File: config.mk
export PLATFORM = sky130hd
export DESIGN_NAME = pip_ctrl
export DESIGN_NICKNAME = d
export VERILOG_FILES = /design/src/rtl/pip_pkg.sv /design/src/rtl/pip_ctrl.sv
export VERILOG_INCLUDE_DIRS = /design/src /design/src/rtl
export SDC_FILE = /design/constraint.sdc
export NUM_CORES = 1
export LEC_CHECK = 0
export ABC_AREA = 1
export BUFFER_PORTS_ARGS = -buffer_cell sky130_fd_sc_hd__buf_2
export CAP_MARGIN = 5
export CORE_UTILIZATION = 35
export DETAILED_ROUTE_END_ITERATION = 8
export PLACE_DENSITY = 0.69
export SLEW_MARGIN = 40
export SYNTH_ARGS = -nofsm -noshare
export SYNTH_HDL_FRONTEND = slang
export SYNTH_SLANG_ARGS = --single-unit
File: constraint.sdc
create_clock -name clk -period 1.19 [get_ports clk]
set_input_delay 0.1785 -clock clk [delete_from_list [all_inputs] [get_ports clk]]
set_output_delay 0.1785 -clock clk [all_outputs]
set_load 0.02 [all_outputs]
File: src/rtl/assert_macros.svh
// Assertion macros shared by the point-in-polygon RTL.
`ifndef ASSERT_MACROS_SVH
`define ASSERT_MACROS_SVH
`ifndef SYNTHESIS
`define PIP_ASSERT(lbl, clk, rst_n, prop, msg) \
	lbl: assert property (@(posedge clk) disable iff (!rst_n) prop) else $error(msg);
`define PIP_ASSERT_ANY(lbl, clk, prop, msg) \
	lbl: assert property (@(posedge clk) prop) else $error(msg);
`else
`define PIP_ASSERT(lbl, clk, rst_n, prop, msg)
`define PIP_ASSERT_ANY(lbl, clk, prop, msg)
`endif
`endif

File: src/rtl/pip_pkg.sv
// Shared constants, types and tables of the point-in-polygon classifier.
`timescale 1ns / 1ps
package pip_pkg;

	localparam int DEF_MAX_VERTICES = 4096;
	localparam int DEF_CORDIC_STEPS = 28;

	localparam int COORD_W  = 32;
	localparam int DIFF_W   = 33;
	localparam int PROD_W   = 67;
	localparam int MAG_W    = 66;
	localparam int NORM_B   = 40;
	localparam int CW       = 44;
	localparam int ZW       = 32;
	localparam int ANG_W    = 40;
	localparam int TOL_W    = 16;
	localparam int STAT_W   = 3;
	localparam int STEP_W   = 6;
	localparam int TOLSQ_W  = 23;
	localparam int MUL_STEPS = 5;

	localparam logic [ZW-1:0] PI_Q      = 32'd843314857;
	localparam logic [ZW-1:0] HALF_PI_Q = 32'd421657428;
	localparam logic [ZW-1:0] TWO_PI_Q  = 32'd1686629713;
	localparam logic [TOLSQ_W-1:0] TOL_SQ = 23'd7205759;
	localparam logic [ANG_W:0] SUM_LIMIT = 41'd549755813887;

	localparam logic [STAT_W-1:0] ST_OUTSIDE  = 3'd0;
	localparam logic [STAT_W-1:0] ST_BOUNDARY = 3'd1;
	localparam logic [STAT_W-1:0] ST_INSIDE   = 3'd2;
	localparam logic [STAT_W-1:0] ST_AMBIG    = 3'd3;
	localparam logic [STAT_W-1:0] ST_OPEN     = 3'd4;

	typedef logic [3:0] op_t;
	localparam op_t OP_NONE   = 4'd0;
	localparam op_t OP_ACCEPT = 4'd1;
	localparam op_t OP_DIFF   = 4'd2;
	localparam op_t OP_MUL    = 4'd3;
	localparam op_t OP_BOUND  = 4'd4;
	localparam op_t OP_NINIT  = 4'd5;
	localparam op_t OP_NSHIFT = 4'd6;
	localparam op_t OP_CINIT  = 4'd7;
	localparam op_t OP_CITER  = 4'd8;
	localparam op_t OP_ACC    = 4'd9;
	localparam op_t OP_PREV   = 4'd10;
	localparam op_t OP_TMUL   = 4'd11;
	localparam op_t OP_SQRT   = 4'd12;
	localparam op_t OP_OUTCLS = 4'd13;
	localparam op_t OP_OUTOPN = 4'd14;

	typedef struct packed {
		op_t              op;
		logic [STEP_W-1:0] step;
	} pip_cmd_t;

	typedef struct packed {
		logic first;
		logic last;
		logic open;
		logic corner;
		logic cross_zero;
		logic dot_neg;
		logic norm_done;
	} pip_stat_t;

	// Arctangent of 2^-i in units of 2^-28 rad.
	function automatic logic [ZW-1:0] atan_entry(input logic [STEP_W-1:0] i);
		logic [ZW-1:0] r;
		unique case (i)
			6'd0: r = 32'd210828714;
			6'd1: r = 32'd124459457;
			6'd2: r = 32'd65760959;
			6'd3: r = 32'd33381290;
			6'd4: r = 32'd16755422;
			6'd5: r = 32'd8385879;
			6'd6: r = 32'd4193963;
			6'd7: r = 32'd2097109;
			6'd8: r = 32'd1048571;
			6'd9: r = 32'd524287;
			default: r = (i <= 6'd28) ? (32'd1 << (6'd28 - i)) : '0;
		endcase
		return r;
	endfunction

endpackage

File: src/rtl/pip_ctrl.sv
// Controller state machine that sequences the datapath for each vertex transaction.
`timescale 1ns / 1ps
`include "assert_macros.svh"
module pip_ctrl import pip_pkg::*; #(
	parameter int MAX_VERTICES = DEF_MAX_VERTICES,
	parameter int CORDIC_STEPS = DEF_CORDIC_STEPS
) (
	input  logic      clk,
	input  logic      arst_n,
	input  logic      in_valid,
	output logic      in_stall,
	output logic      out_valid,
	input  logic      out_stall,
	input  pip_stat_t stat,
	output pip_cmd_t  cmd
);

	localparam int TALLY_W   = $clog2(MAX_VERTICES + 1);
	localparam int ISQ_ITERS = (TALLY_W + TOLSQ_W + 1) / 2;

	localparam logic [3:0] S_IDLE   = 4'd0;
	localparam logic [3:0] S_DECIDE = 4'd1;
	localparam logic [3:0] S_DIFF   = 4'd2;
	localparam logic [3:0] S_CHK    = 4'd3;
	localparam logic [3:0] S_MUL    = 4'd4;
	localparam logic [3:0] S_TEST   = 4'd5;
	localparam logic [3:0] S_NORM   = 4'd6;
	localparam logic [3:0] S_CITER  = 4'd7;
	localparam logic [3:0] S_ACC    = 4'd8;
	localparam logic [3:0] S_PREV   = 4'd9;
	localparam logic [3:0] S_TMUL   = 4'd10;
	localparam logic [3:0] S_SQRT   = 4'd11;
	localparam logic [3:0] S_OUTW   = 4'd12;

	logic [3:0] state_q, state_d;
	logic [STEP_W-1:0] step_q, step_d;
	logic open_q, open_d;
	logic out_valid_q;
	logic out_free;

	assign out_free = !out_valid_q || !out_stall;
	assign in_stall = (state_q != S_IDLE);

	always_comb begin
		state_d  = state_q;
		step_d   = step_q;
		open_d   = open_q;
		cmd.op   = OP_NONE;
		cmd.step = step_q;
		unique case (state_q)
			S_IDLE: begin
				if (in_valid) begin
					cmd.op  = OP_ACCEPT;
					state_d = S_DECIDE;
				end
			end
			S_DECIDE: begin
				if (!stat.last) begin
					state_d = stat.first ? S_IDLE : S_DIFF;
				end else begin
					open_d  = stat.open;
					state_d = stat.open ? S_OUTW : S_DIFF;
				end
			end
			S_DIFF: begin
				cmd.op  = OP_DIFF;
				state_d = S_CHK;
			end
			S_CHK: begin
				if (stat.corner) begin
					cmd.op  = OP_BOUND;
					state_d = S_PREV;
				end else begin
					step_d  = '0;
					state_d = S_MUL;
				end
			end
			S_MUL: begin
				cmd.op = OP_MUL;
				step_d = step_q + STEP_W'(1);
				if (step_q == STEP_W'(MUL_STEPS - 1))
					state_d = S_TEST;
			end
			S_TEST: begin
				if (stat.cross_zero) begin
					if (stat.dot_neg)
						cmd.op = OP_BOUND;
					state_d = S_PREV;
				end else begin
					cmd.op  = OP_NINIT;
					state_d = S_NORM;
				end
			end
			S_NORM: begin
				if (stat.norm_done) begin
					cmd.op  = OP_CINIT;
					step_d  = '0;
					state_d = S_CITER;
				end else begin
					cmd.op = OP_NSHIFT;
				end
			end
			S_CITER: begin
				cmd.op = OP_CITER;
				step_d = step_q + STEP_W'(1);
				if (step_q == STEP_W'(CORDIC_STEPS - 1))
					state_d = S_ACC;
			end
			S_ACC: begin
				cmd.op  = OP_ACC;
				state_d = S_PREV;
			end
			S_PREV: begin
				cmd.op  = OP_PREV;
				state_d = stat.last ? S_TMUL : S_IDLE;
			end
			S_TMUL: begin
				cmd.op  = OP_TMUL;
				step_d  = '0;
				state_d = S_SQRT;
			end
			S_SQRT: begin
				cmd.op = OP_SQRT;
				step_d = step_q + STEP_W'(1);
				if (step_q == STEP_W'(ISQ_ITERS - 1))
					state_d = S_OUTW;
			end
			S_OUTW: begin
				if (out_free) begin
					cmd.op  = open_q ? OP_OUTOPN : OP_OUTCLS;
					state_d = S_IDLE;
				end
			end
			default: state_d = S_IDLE;
		endcase
	end

	always_ff @(posedge clk or negedge arst_n) begin
		if (!arst_n) begin
			state_q     <= S_IDLE;
			step_q      <= '0;
			open_q      <= 1'b0;
			out_valid_q <= 1'b0;
		end else begin
			state_q <= state_d;
			step_q  <= step_d;
			open_q  <= open_d;
			if ((state_q == S_OUTW) && out_free)
				out_valid_q <= 1'b1;
			else if (!out_stall)
				out_valid_q <= 1'b0;
		end
	end

	assign out_valid = out_valid_q;

	`PIP_ASSERT(a_result_from_outw, clk, arst_n, $rose(out_valid_q) |-> ($past(state_q) == S_OUTW), "result raised outside the output state")
	`PIP_ASSERT(a_accept_to_decide, clk, arst_n, (in_valid && !in_stall) |=> (state_q == S_DECIDE), "accepted transaction not decoded")
	`PIP_ASSERT(a_cordic_count, clk, arst_n, (state_q == S_CITER) |-> (step_q < STEP_W'(CORDIC_STEPS)), "CORDIC step count overrun")

endmodule

==> reports/metrics.cfg <==
[route]
vias=1300
drc=0
first_iter_violations=28
viasPerCell=4.92
drt_wl_total_um=3400
ant_nets=0
dr.pass1.iters=4
wl_per_cell_um=12.9

[setup_path]
cp-start-kind=register
cpPeakStageDelay_ns=0.49
cp-end-kind=output port
crit_family=flip-flops
path_class=reg -> out
path_cells=inv_2, nand2_2, nor3_4, a21oi_2, o2111ai_4, buf_6
worstPathRequired_ns=1.01
path_buf_inv=2
cp_max_fo=6
cp.arrival_ns=1.50
crit_path_top_delay_cell=dfrtp_2

[run]
maxCapViolCount=0

[global_routing]
antenna_found_initial=0
grt_pass1_wl_um=5440
grt_max_degree=13
grt.overflow.total=0
grt_usage_pct=22.6
grt_pass1_vias=1218

[synthesis]
seq_area_frac_synth_pct=29.0
ys_types=24
synth_top_cell_by_area=dfrtp_1
yosysMostFrequentCell=nand2_1
ys_seq_elements=12
yosys_warnings=0
synth_edf_count=0
syn_inst=166
synthTopCellsByArea=dfrtp_1, nand2_1, nand3_1
syn-num-nets=180
syn_area_um2=1030
post_synth.cell_area_avg_um2=6.23
synth_common_cells=nand2_1, inv_1, nand3_1, nor2_1, dfrtp_1
yosysTopAreaCellShare_pct=29.0
synthArstFlopShare_pct=100
synth_top_flop_cell=dfrtp_1

[power_and_ir_drop]
ir_drop_uv=1680
total_power_mw=4.76
power_leakage_nw=1.02
power.density_nw_per_um2=2530

[placement]
post-place-cells=244
portBuffers=22
dp_slack_ns=-0.275
dp_hpwl_um=2340
gp_congestion=0.897

[floorplanning]
row_count=19
die-area_um2=3180
core_area_um2=2780
die_w_um=56.4
die_h_um=56.4
start_util_pct=37.2
ios=23

[clocking]
cts_inserted_buffers=3
htreeDepth=1
clkLatencyLatePin_ns=0.28
cts_tree=done
cts.clk_slew.worst_paths_ns=0.08
clock_path_buffers=2
cts-root-buf=clkbuf_4
clock_sinks=12

[timing]
setup_violations=18
tightestPinTransition_ns=0.296
timing.final.crit_share_pct=141
skew_ns=0.00857
hold_viol=0
hold_slack_ns=0.244
timing.final.ws_setup_ns=-0.490
timing.final.crit_period_ns=1.68
max_freq_mhz=595
max_slew_margin_pct=80.3
rsz0062_at_grt=true
drv_slew=0

[layout]
drive_gt1_share_pct=54.1
instances_no_fill=264
final_nets=248
fillers=236
areaGrowthSynthToFinish_pct=82.1
antenna_cells=0
final_util_pct=67.7

[min_path]
min_path_type=in -> reg

[outcome]
violations=setup timing
outcome=finished, violations left

worst paths after layout:
path / from / endpoint / slack, ns / cells past startpoint
min in group asynchronous: arst_n / step_q[3] / 0.31 / 2
hold / removal: stat[5] / open_q / 0.24 / 4
setup / recovery: state_q[0] / cmd[6] / -0.49 / 6
max in group asynchronous: arst_n / state_q[0] / 0.63 / 2
hold reg to reg: open_q / open_q / 0.60 / 2
setup reg to reg: state_q[0] / state_q[1] / -0.46 / 11
final cells by class:
| class | instances | area [µm²] | area share [%] |
|---|---|---|---|
| sequential | 12 | 310 | 16.5 |
| inverter | 24 | 95.1 | 5.05 |
| clock buffer | 4 | 36.3 | 1.93 |
| multi-input combinational | 128 | 845 | 44.8 |
| timing repair buffer | 65 | 559 | 29.7 |
| tap | 31 | 38.8 | 2.06 |
per-stage QoR:
step | setup TNS (ns) | cell area, µm²
2_1_floorplan | -0.964 | 1150
3_3_place_gp | -3.51 | 1500
3_5_place_dp | -3.67 | 1500
4_1_cts | -5.41 | 1760
5_1_grt | -6.40 | 1880
6_report | -5.14 | 1880
placed cells by master (no fill, tap or decap), types with 2 or more instances in the layout:
cell      instances
nor2_2            5
buf_2            12
nand3_2           6
nand3_1          12
inv_1            14
nand2_2           8
nand3_4           3
nand2_4           4
clkbuf_4          3
nor2_1           12
o21ai_1           2
nor2_4            4
o21ai_0           2
dfrtp_2           8
buf_6            23
nand3b_1          3
nand2_1          51
dfrtp_1           4
inv_2             8
buf_4            28
inv_4             2
nor3_4            2
nand4_1           2
sequential cells by signal (all words and copies together), names as in the netlist:
register	flops
open_q	1
state_q	4
step_q	6
out_valid	1
tightest hold or removal path, delay by kind of cell:
family                 cells  cell delay [ns]
buffers and inverters      2             0.20
AO/OA/AOI/OAI              1             0.08
AND/OR/NAND/NOR            1             0.05
power by group:
group,internal (mW),switching [mW]
Combinational,1.72,1.81
Sequential,0.598,0.303
Clock,0.186,0.148
kinds of logic after synthesis:
| kind of cell | synth area share (%) |
|---|---|
| buffers and inverters | 9.67 |
| adders and majority gates | 3.63 |
| and+or+nand+nor | 49.7 |
| xor gates and xnor gates | 0.847 |
| AOI/OAI and AO/OA | 7.13 |
| DFF | 29.0 |
repair_timing:
item,CTS,global route
endpoints found under the hold margin,12,0
gates resized for setup,42,30
hold buffers,1,0
gates cloned,0,0
endpoints found under the setup margin,20,22
pin swaps,11,16
buffers inserted,9,9
routing by layer:
| layer | up-vias | track usage, % | share of wire [%] |
|---|---|---|---|
| met3 | 7 | 3.46 | 4.0 |
| met5 | - | 0 | 0 |
| met2 | 39 | 42.0 | 53 |
| li1 | 660 | - | - |
| met1 | 594 | 26.0 | 41 |
| met4 | 0 | 7.67 | 2.2 |
Note: power is estimated with default switching activity, not from simulation.
